==> config.mk <==
export PLATFORM = sky130hd
export DESIGN_NAME = lruac_ram
export DESIGN_NICKNAME = d
export VERILOG_FILES = /design/src/sv/lruac_ram.sv
export SDC_FILE = /design/constraint.sdc
export NUM_CORES = 1
export LEC_CHECK = 0
export BUFFER_PORTS_ARGS = -buffer_cell sky130_fd_sc_hd__buf_2
export CAP_MARGIN = 20
export CORE_MARGIN = 5
export CORE_UTILIZATION = 44
export CTS_BUF_LIST = sky130_fd_sc_hd__clkbuf_8
export DETAILED_ROUTE_END_ITERATION = 6
export SYNTH_ARGS = -nofsm -noshare
export SYNTH_HDL_FRONTEND = slang
export SYNTH_SLANG_ARGS = --single-unit
==> constraint.sdc <==
create_clock -name aclk -period 2.31 [get_ports aclk]
set_input_delay 0.3465 -clock aclk [delete_from_list [all_inputs] [get_ports aclk]]
set_output_delay 0.3465 -clock aclk [all_outputs]
set_load 0.02 [all_outputs]
==> src/sv/lruac_ram.sv <==
// generic single-write, single-read ram with registered read data
`timescale 1ns / 1ps
`default_nettype none

module lruac_ram #(
    parameter int WIDTH = 8,
    parameter int DEPTH = 64
) (
    input  wire logic                                        aclk,
    input  wire logic                                        we,
    input  wire logic [(DEPTH > 1 ? $clog2(DEPTH) : 1)-1:0]  waddr,
    input  wire logic [WIDTH-1:0]                            wdata,
    input  wire logic                                        re,
    input  wire logic [(DEPTH > 1 ? $clog2(DEPTH) : 1)-1:0]  raddr,
    output logic      [WIDTH-1:0]                            rdata
);

    logic [WIDTH-1:0] mem [DEPTH];

    always_ff @(posedge aclk) begin
        if (we) begin
            mem[waddr] <= wdata;
        end
        if (re) begin
            rdata <= mem[raddr];
        end
    end

endmodule

`default_nettype wire

==> metrics.md, run 1 <==
| Metric | Value |
|---|---|
| Outcome | completed |
| IO buf count | 30 |
| Hold Buf Count CTS | 0 |
| Final Hold Viols | 0 |
| Final Max Slew Viols | 0 |
| Worst-Margin Slew | 0.682 ns |
| Critical Path End Type | flop |
| Die Span Y | approximately 220 um |
| Gr ovfl total | 0 |
| R2R Setup Slk | roughly 0.27 ns |
| Pwr dens | between 800 and 900 nW/um^2 |
| Vias per inst | 5.57 |
| Rows | 78 |
| Post-route DRC | 0 |
| WP data arrival | 2.44 ns |
| Synth Area in XOR/XNOR | 0 |
| Post-Synth Adder-Cell Area | 0 |
| CTS max path bufs | 3 |
| TritonCTS clock tree | done |
| Slowest-stage cell, CP | mux4_2 |
| Gr usage total | 0.186 |
| Clock period minus worst slack | 2.04 ns |
| Synth Area in Compound Gates | 0.0206 |
| Lkg Pwr | 7.83 nW |
| Root Buffer | clkbuf_8 |
| First-pass GRT wire length | 68.8 mm |
| Nets | 1,174 |
| Die footprint | a little over 50,000 um^2 |
| Core area | around 45,000 um^2 |
| Fin Clk Skew | 0.0190 ns |
| WHS | 0.0962 ns |
| Synth warn | 0 |
| Period Utilization, post-route | 0.884 |
| Synthesized area per cell | roughly 22 um^2 |
| Slew margin rel. | 0.545 |
| HP Class | in -> reg |
| IO Pins | 31 |
| Most frequent cells in the layout | 520 x edfxtp_1, 131 x buf_4, 126 x mux4_2 |
| Commonest non-fill, non-tap cell in the layout | edfxtp_1 |
| H-tree levels | 3 |
| Simple-gate portion of the synthesized area | 0.0337 |
| Inst Count DP | 1,666 |
| CTS Buf Count | 83 |
| Antenna-violating nets left | 0 |
| Synth Cell Area | around 20,000 um^2 |
| Pre-antenna DRT Iters | 5 |
| Antenna violations before repair | 2 |
| Post-DP HPWL | 29.5 mm |
| Max cap viols | 0 |
| Non-filler instance count after layout | approximately 1,800 |
| Post-cts sizing count | 0 |
| Combinational family with the most area after synthesis | multiplexers |
| Initial core utilization | 0.445 |
| Vias in the first global route | 10,500 |
| Number of synthesized register bits | 520 |
| CP required | between 2 and 3 ns |
| Post-synthesis sequential area ratio | 0.771 |
| Critical-path cell list | mux4_2, mux2_2, a221oi_1, buf_4, o2bb2ai_1 |
| Area Growth Syn to Fin | 17.9% |
| CP max FO | 1 |
| Layout cells sized above 1 | 0.351 |
| DR WL/cell | between 20 and 30 um |
| Worst setup path class | reg -> reg |
| Yosys cell types | 39 |
| Unrepaired setup endpoints after global routing | false |
| Mux share of post-synthesis cell area | 0.159 |
| Clock latency on the worst-skew pair | 0.64 ns |
| Clock slew seen by the registers of the worst setup and hold paths | around 0.06 ns |
| Vias | ~10,000 |
| CTS sink cnt | 520 |
| Finished layout cell area | 23,900 um^2 |
| Gpl congestion | 0.795 |
| Post-DP Area | about 22,000 um^2 |
| Maximum vdd drop | between 0.0004 and 0.0005 V |
| Drt first-iter violations | 957 |
| Fillers | 3,611 |
| Post-CTS Setup Bufs | 0 |
| Largest net degree at the start of global routing | 65 |
| Width of the die | 225 um |
| Mapped Nets | 963 |
| Worst setup SP type | flop |
| Fmax | 490 MHz |
| Routed WL | 45.9 mm |
| Setup-failing EPs final | 0 |
| Critical path's largest stage delay | ~0.5 ns |
| Mapped Cells | between 900 and 1,000 |
==> final cells by class <==
class | count | area (um^2) | area share
diodes | 1 | 2.50 | 0.000105
clock buffers | 83 | 1140 | 0.0479
clock inverters | 70 | 547 | 0.0229
multi-input cells | 369 | 4320 | 0.181
flip-flops and latches | 520 | 15600 | 0.654
well taps | 600 | 751 | 0.0315
repair buffers | 177 | 1490 | 0.0625
==> worst max-delay path, delay by kind of cell, from the launching register on <==
kind	cells	cell delay, ns
DFF	1	0.36
muxes	2	0.80
AOI/OAI and AO/OA	2	0.46
buffers and inverters	1	0.19
==> state kept, by name (all words and copies together), names as in the netlist <==
name,count
rdata,8
mem,512
==> final timing paths <==
kind,depth (start not counted),from,end
worst min-delay path,1,re,rdata[1]
worst min register to register,3,mem[30][6],rdata[6]
worst max register to register,5,mem[47][2],rdata[2]
worst max-delay path,5,mem[47][2],rdata[2]
==> cell usage after synthesis <==
| master | instances | area share |
|---|---|---|
| edfxtp_1 | 520 | 0.77 |
| mux4_2 | 126 | 0.14 |
| nor2_1 | 83 | 0.015 |
| mux2i_1 | 23 | 0.011 |
| nand2_1 | 19 | 0.0035 |
| clkbuf_1 | 17 | 0.0032 |
| nor2b_1 | 14 | 0.0043 |
| buf_4 | 13 | 0.0048 |
| mux2_2 | 13 | 0.0072 |
| nand3_1 | 13 | 0.0032 |
| buf_2 | 11 | 0.0027 |
| o221ai_1 | 8 | 0.0035 |
| o22ai_1 | 8 | 0.0025 |
| nand2b_1 | 7 | 0.0022 |
| nor3_1 | 7 | 0.0017 |
| a221oi_1 | 6 | 0.0026 |
| a211oi_1 | 4 | 0.0015 |
| buf_1 | 4 | 0.00074 |
| buf_6 | 4 | 0.0022 |
| a21oi_1 | 3 | 0.00074 |
| a22oi_1 | 3 | 0.0011 |
| nand3b_1 | 3 | 0.0011 |
| o2111ai_1 | 3 | 0.0013 |
| o2bb2ai_1 | 3 | 0.0013 |
| a2111oi_0 | 2 | 0.00087 |
| buf_12 | 2 | 0.0020 |
| nand4_1 | 2 | 0.00062 |
| nor4_1 | 2 | 0.00062 |
| o21a_1 | 2 | 0.00074 |
| o21ai_0 | 2 | 0.00049 |
| o21ai_1 | 2 | 0.00049 |
| o221a_2 | 2 | 0.0011 |
| o32ai_1 | 2 | 0.00087 |
| o41ai_1 | 2 | 0.00087 |
| a31oi_1 | 1 | 0.00031 |
| and2_1 | 1 | 0.00031 |
| nand4b_1 | 1 | 0.00043 |
| o311ai_1 | 1 | 0.00043 |
| or3_1 | 1 | 0.00031 |
==> power by group <==
| part | internal (mW) | switching, mW |
|---|---|---|
| logic | 0.457 | 0.623 |
| clock network | 4.40 | 3.57 |
| registers | 10.5 | 0.0280 |
==> cell families after synthesis <==
family | after synthesis
flip-flops | 520
buffers and inverters | 51
AND/OR/NAND/NOR | 153
AO/OA/AOI/OAI | 54
multiplexers | 162
==> stage by stage <==
stage               total power, mW  setup slack [ns]  utilization  setup TNS [ns]
floorplan                      11.3             0.157            -               0
global placement               11.8            -0.268        0.488           -1.34
detailed placement             11.8            -0.258        0.488           -1.42
CTS                            19.7             0.248        0.525               0
global route                   20.3             0.184        0.525               0
finish                         19.5             0.268        0.525               0
==> per-layer routing <==
metal,vias to the layer above,wire length [um],global-route usage
met4,2,751,0.0530
met5,-,7,0
met1,5370,20400,0.270
met2,332,22200,0.294
met3,60,2550,0.0345
li1,4371,-,-
Power figures use the tool's default switching activity.
==> inputs of run 2 (changes only) <==
--- a/config.mk
+++ b/config.mk
@@ -11,6 +11,8 @@
 export CORE_UTILIZATION = 44
 export CTS_BUF_LIST = sky130_fd_sc_hd__clkbuf_8
 export DETAILED_ROUTE_END_ITERATION = 6
+export RECOVER_POWER = 25
+export SLEW_MARGIN = 10
 export SYNTH_ARGS = -nofsm -noshare
 export SYNTH_HDL_FRONTEND = slang
 export SYNTH_SLANG_ARGS = --single-unit
==> metrics.md, run 2 (same netlist as run 1, synthesis figures left out) <==
| Metric | Value |
|---|---|
| Fmax | 491 MHz (+0.17%) |
| Routed WL | 45.9 mm (about the same) |
| DR WL/cell | 25.2 um (about the same) |
| Commonest non-fill, non-tap cell in the layout | edfxtp_1 |
| Maximum vdd drop | 0.000416 V (+1.1%) |
| Worst setup path class | reg -> reg |
| Most flops, register | mem |
| IO buf count | 30 (unchanged) |
| Critical path buffers and inverters | 1 (unchanged) |
| Area Growth Syn to Fin | 17.6% |
| Nets | 1,174 (unchanged) |
| Final Max Slew Viols | 33 (+33) |
| Critical path's largest stage delay | 0.49 ns (about the same) |
| Post-route DRC | 0 (unchanged) |
| Lkg Pwr | 7.80 nW (-0.34%) |
| Largest regs | mem x512, rdata x8 |
| Fin util | 0.524 (-0.00110) |
| Clock slew seen by the registers of the worst setup and hold paths | 0.07 ns (about the same) |
| Total Power | 19.5 mW (about the same) |
| Unrepaired setup endpoints after global routing | false |
| Width of the die | 225 um (unchanged) |
| Vias in the first global route | 10,500 (unchanged) |
| Drt first-iter violations | 1,012 (+5.7%) |
| Post-cts sizing count | 0 (unchanged) |
| Clock period minus worst slack | 2.04 ns (-0.00356 ns) |
| Pre-antenna DRT Iters | 6 (+1) |
| Largest net degree at the start of global routing | 65 (unchanged) |
| CTS sink cnt | 520 (unchanged) |
| Gr ovfl total | 0 (unchanged) |
| WHS | 0.222 ns (+0.126 ns) |
| Die Span Y | 225 um (unchanged) |
| TritonCTS clock tree | done |
| CP max FO | 1 (unchanged) |
| WP data arrival | 2.44 ns (about the same) |
| Critical path's top delay family | multiplexers |
| Setup-failing EPs final | 0 (unchanged) |
| Max cap viols | 1 (+1) |
| Vias | 10,100 (-0.50%) |
| Critical Path End Type | flop |
| Antenna violations before repair | 2 (unchanged) |
| CTS Buf Count | 83 (unchanged) |
| Vias per inst | 5.54 (-0.50%) |
| Gr usage total | 0.186 (unchanged) |
| Die footprint | 50,400 um^2 (unchanged) |
| Layout cells sized above 1 | 0.348 (-0.00328) |
| H-tree levels | 3 (unchanged) |
| Rows | 78 (unchanged) |
| Hold Buf Count CTS | 0 (unchanged) |
| Gpl congestion | 0.795 (unchanged) |
| Max FFs per register | 512 (unchanged) |
| IO Pins | 31 (unchanged) |
| Place WS | -0.258 ns (unchanged) |
| CP required | 2.71 ns (about the same) |
| CTS max path bufs | 3 (unchanged) |
| Slowest-stage cell, CP | mux4_2 |
| Post-CTS Setup Bufs | 0 (unchanged) |
| Critical-path cell list | mux4_2, mux2_2, a221oi_1, buf_4, o2bb2ai_1 |
| Initial core utilization | 0.445 (unchanged) |
| Post-DP HPWL | 29.5 mm (unchanged) |
| Root Buffer | clkbuf_8 |
| Antenna-violating nets left | 0 (unchanged) |
| Worst setup SP type | flop |
| Outcome | finished with violations |
| Slew margin rel. | -0.0610 (-0.606) |
| Final setup margin | 0.272 ns (+0.00356 ns) |
| Core area | 45,500 um^2 (unchanged) |
| Pwr dens | 820 nW/um^2 (+0.23%) |
| Failing checks | max-capacitance violations, max-slew violations |
| Period Utilization, post-route | 0.882 (-0.00154) |
| Worst-Margin Slew | 1.59 ns (+0.909 ns) |
| First-pass GRT wire length | 68.8 mm (unchanged) |
| Clock latency on the worst-skew pair | 0.65 ns (about the same) |
| Most frequent cells in the layout | 520 x edfxtp_1, 131 x buf_4, 126 x mux4_2 |
| Fin Clk Skew | 0.0200 ns (+0.000961 ns) |
| Setup TNS | 0 ns (unchanged) |
| Final Hold Viols | 0 (unchanged) |
| HP Class | in -> reg |
-- run 2: changes by cell type in the layout (fill, tap and decap cells not counted) --
cell,change
buf_12,-3
clkbuf_2,+3
clkbuf_1,+4
buf_2,-4
-- run 2: routing by layer --
metal	part of all wire	global-route usage	wire length (um)
met1	0.44	0.270	20300
met2	0.48	0.294	22100
met3	0.058	0.0345	2680
met4	0.017	0.0530	772
met5	0.00015	0	7
-- run 2: final cells by class --
cell class	instances	area (um^2)
well taps	600	751
flip-flops and latches	520	15600
fillers	3616	21700
multi-input cells	369	4320
clock buffers	83	1140
clock inverters	70	547
diodes	1	2.50
repair buffers	177	1440
-- run 2: power breakdown --
group / switching, mW / internal, mW / total [mW]
logic: 0.620 / 0.447 / 1.07
registers: 0.0284 / 10.5 / 10.5
clock network: 3.58 / 4.40 / 7.97
-- run 2: metrics by stage --
step / cells / instance area [um^2]
after detailed placement: 1666 / 22200
after global placement: 1666 / 22200
after floorplan: 940 / 20200
after global routing: 1820 / 23800
after CTS: 1819 / 23900
final: 1820 / 23800
-- run 2: worst reg2reg max path, stage by stage, from the launching register on --
cell and delay, ns:
edfxtp_1 0.36, mux4_2 0.49, mux2_2 0.31, a221oi_1 0.40, buf_4 0.19, o2bb2ai_1 0.06
-- run 2: path summary, 6_finish.rpt --
kind	start	end	slack, ns	cells after the start
worst max register to register	mem[47][2]	rdata[2]	0.27	5
worst max-delay path	mem[47][2]	rdata[2]	0.27	5
worst min-delay path	re	rdata[1]	0.22	1
worst min register to register	mem[30][6]	rdata[6]	0.91	3
==> inputs of run 3 (changes only) <==
--- a/config.mk
+++ b/config.mk
@@ -6,10 +6,10 @@
 export NUM_CORES = 1
 export LEC_CHECK = 0
 export BUFFER_PORTS_ARGS = -buffer_cell sky130_fd_sc_hd__buf_2
-export CAP_MARGIN = 20
+export CAP_MARGIN = 10
 export CORE_MARGIN = 5
 export CORE_UTILIZATION = 44
-export CTS_BUF_LIST = sky130_fd_sc_hd__clkbuf_8
+export CTS_BUF_LIST = sky130_fd_sc_hd__clkbuf_4 sky130_fd_sc_hd__clkbuf_8
 export DETAILED_ROUTE_END_ITERATION = 6
 export RECOVER_POWER = 25
 export SLEW_MARGIN = 10
==> metrics.md, run 3 (same netlist as run 1, synthesis figures left out) <==
| Metric | Value |
|---|---|
| Setup-failing EPs final | 0 (unchanged) |
| Maximum vdd drop | 0.000415 V (-0.23%) |
| Failing checks | max-capacitance violations, max-slew violations |
| Critical Path End Type | flop |
| Layout cells sized above 1 | 0.363 (+0.0148) |
| First-pass GRT wire length | 68.9 mm (about the same) |
| Die Span Y | 225 um (unchanged) |
| Clock latency on the worst-skew pair | 0.65 ns (about the same) |
| WHS | 0.228 ns (+0.00580 ns) |
| Nets | 1,174 (unchanged) |
| Largest regs | mem x512, rdata x8 |
| Final Max Slew Viols | 66 (+100%) |
| Area of the multi-input gates | 4320 um^2 (unchanged) |
| CP max FO | 1 (unchanged) |
| Period Utilization, post-route | 0.877 (-0.00502) |
| Vias in the first global route | 10,500 (+0.067%) |
| Critical path's largest stage delay | 0.49 ns (about the same) |
| CTS sink cnt | 520 (unchanged) |
| Worst-Margin Slew | 1.57 ns (-0.0249 ns) |
| Finished layout cell area | 23,900 um^2 (+0.29%) |
| Hold Buf Count CTS | 0 (unchanged) |
| Slew margin rel. | -0.0444 (+0.0166) |
| Vias | 10,100 (-0.11%) |
| HP Class | in -> reg |
| Lkg Pwr | 7.79 nW (-0.21%) |
| Die footprint | 50,400 um^2 (unchanged) |
| Antenna-violating nets left | 0 (unchanged) |
| H-tree levels | 3 (unchanged) |
| Max cap viols | 2 (+1) |
| Total Power | 19.8 mW (+1.5%) |
| Slowest-stage cell, CP | mux4_2 |
| Fmax | 493 MHz (+0.57%) |
| Gpl congestion | 0.795 (unchanged) |
| Area Growth Syn to Fin | 18.0% |
| Fin Clk Skew | 0.0226 ns (+0.00262 ns) |
| WP data arrival | 2.43 ns (about the same) |
| Root Buffer | clkbuf_8 |
| Met2 Use GR | 0.296 (+0.00136) |
| Drt first-iter violations | 1,066 (+5.3%) |
| IO buf count | 30 (unchanged) |
| Commonest non-fill, non-tap cell in the layout | edfxtp_1 |
| CTS max path bufs | 3 (unchanged) |
| DR WL/cell | 25.2 um (+0.11%) |
| Post-DP Area | 22,200 um^2 (unchanged) |
| Routed WL | 45.9 mm (+0.11%) |
| Pwr dens | 831 nW/um^2 (+1.2%) |
| Core area | 45,500 um^2 (unchanged) |
| Post-cts sizing count | 0 (unchanged) |
| Fillers | 3,617 (+0.028%) |
| Place WS | -0.258 ns (unchanged) |
| Busiest grt layer | met2 |
| Final Hold Viols | 0 (unchanged) |
| Worst setup SP type | flop |
| Most flops, register | mem |
| Max FFs per register | 512 (unchanged) |
| Met1 usage | 0.270 (about the same) |
| IO Pins | 31 (unchanged) |
| Critical-path cell list | mux4_2, mux2_2, a221oi_1, buf_4, o2bb2ai_1 |
| CTS Buf Count | 83 (unchanged) |
| Largest net degree at the start of global routing | 65 (unchanged) |
| Rows | 78 (unchanged) |
| Pre-antenna DRT Iters | 5 (-1) |
| Unrepaired setup endpoints after global routing | false |
| Outcome | finished with violations |
| Antenna violations before repair | 2 (unchanged) |
| Reg area | 15,600 um^2 (unchanged) |
| TritonCTS clock tree | done |
| Initial core utilization | 0.445 (unchanged) |
| Gr usage total | 0.186 (+0.000233) |
| Routing usage on met3 | 0.0342 (-0.000261) |
| Gr ovfl total | 0 (unchanged) |
| Post-DP HPWL | 29.5 mm (unchanged) |
| Post-route DRC | 0 (unchanged) |
| Vias per inst | 5.53 (-0.11%) |
| Clock period minus worst slack | 2.03 ns (-0.0116 ns) |
| Clock slew seen by the registers of the worst setup and hold paths | 0.07 ns (about the same) |
| Post-CTS Setup Bufs | 0 (unchanged) |
| Most frequent cells in the layout | 520 x edfxtp_1, 131 x buf_4, 126 x mux4_2 |
| Worst setup path class | reg -> reg |
| Width of the die | 225 um (unchanged) |
| CP required | 2.71 ns (about the same) |
| Final setup margin | 0.283 ns (+0.0116 ns) |
==> run 3: critical path: cells and delay by family (launching register included) <==
family	cells	cell delay [ns]
buffers and inverters	1	0.19
muxes	2	0.80
DFF	1	0.36
AOI/OAI and AO/OA	2	0.45
==> run 3: report_power, final <==
| part | total, mW | internal [mW] | switching [mW] |
|---|---|---|---|
| logic | 1.06 | 0.447 | 0.618 |
| clock network | 8.27 | 4.71 | 3.57 |
| registers | 10.5 | 10.5 | 0.0285 |
| total | 19.8 | 15.6 | 4.21 |
==> run 3: area by class of cell <==
type	instances	share of cell area
Multi-Input combinational cell	369	0.181
Timing Repair Buffer	177	0.0603
Tap cell	600	0.0314
Antenna cell	1	0.000105
Clock inverter	51	0.0199
Sequential cell	520	0.654
Clock buffer	102	0.0538
==> run 3: per-layer routing <==
| metal | up-vias | wire length (um) |
|---|---|---|
| li1 | 4373 | - |
| met5 | - | 7 |
| met2 | 349 | 22300 |
| met3 | 64 | 2790 |
| met4 | 2 | 788 |
| met1 | 5285 | 20000 |
==> run 3: final timing paths <==
path | startpoint | to | slack [ns] | cells past startpoint
worst max-delay path | mem[47][2] | rdata[2] | 0.28 | 5
worst min-delay path | re | rdata[1] | 0.23 | 1
worst max register to register | mem[47][2] | rdata[2] | 0.28 | 5
worst min register to register | mem[30][6] | rdata[6] | 0.91 | 3
==> run 3: per-stage QoR <==
step / util / setup TNS [ns] / std cells
floorplan: - / 0 / 940
global placement: 0.488 / -1.34 / 1666
detailed placement: 0.488 / -1.42 / 1666
CTS: 0.526 / 0 / 1819
global route: 0.525 / 0 / 1820
finish: 0.525 / 0 / 1820
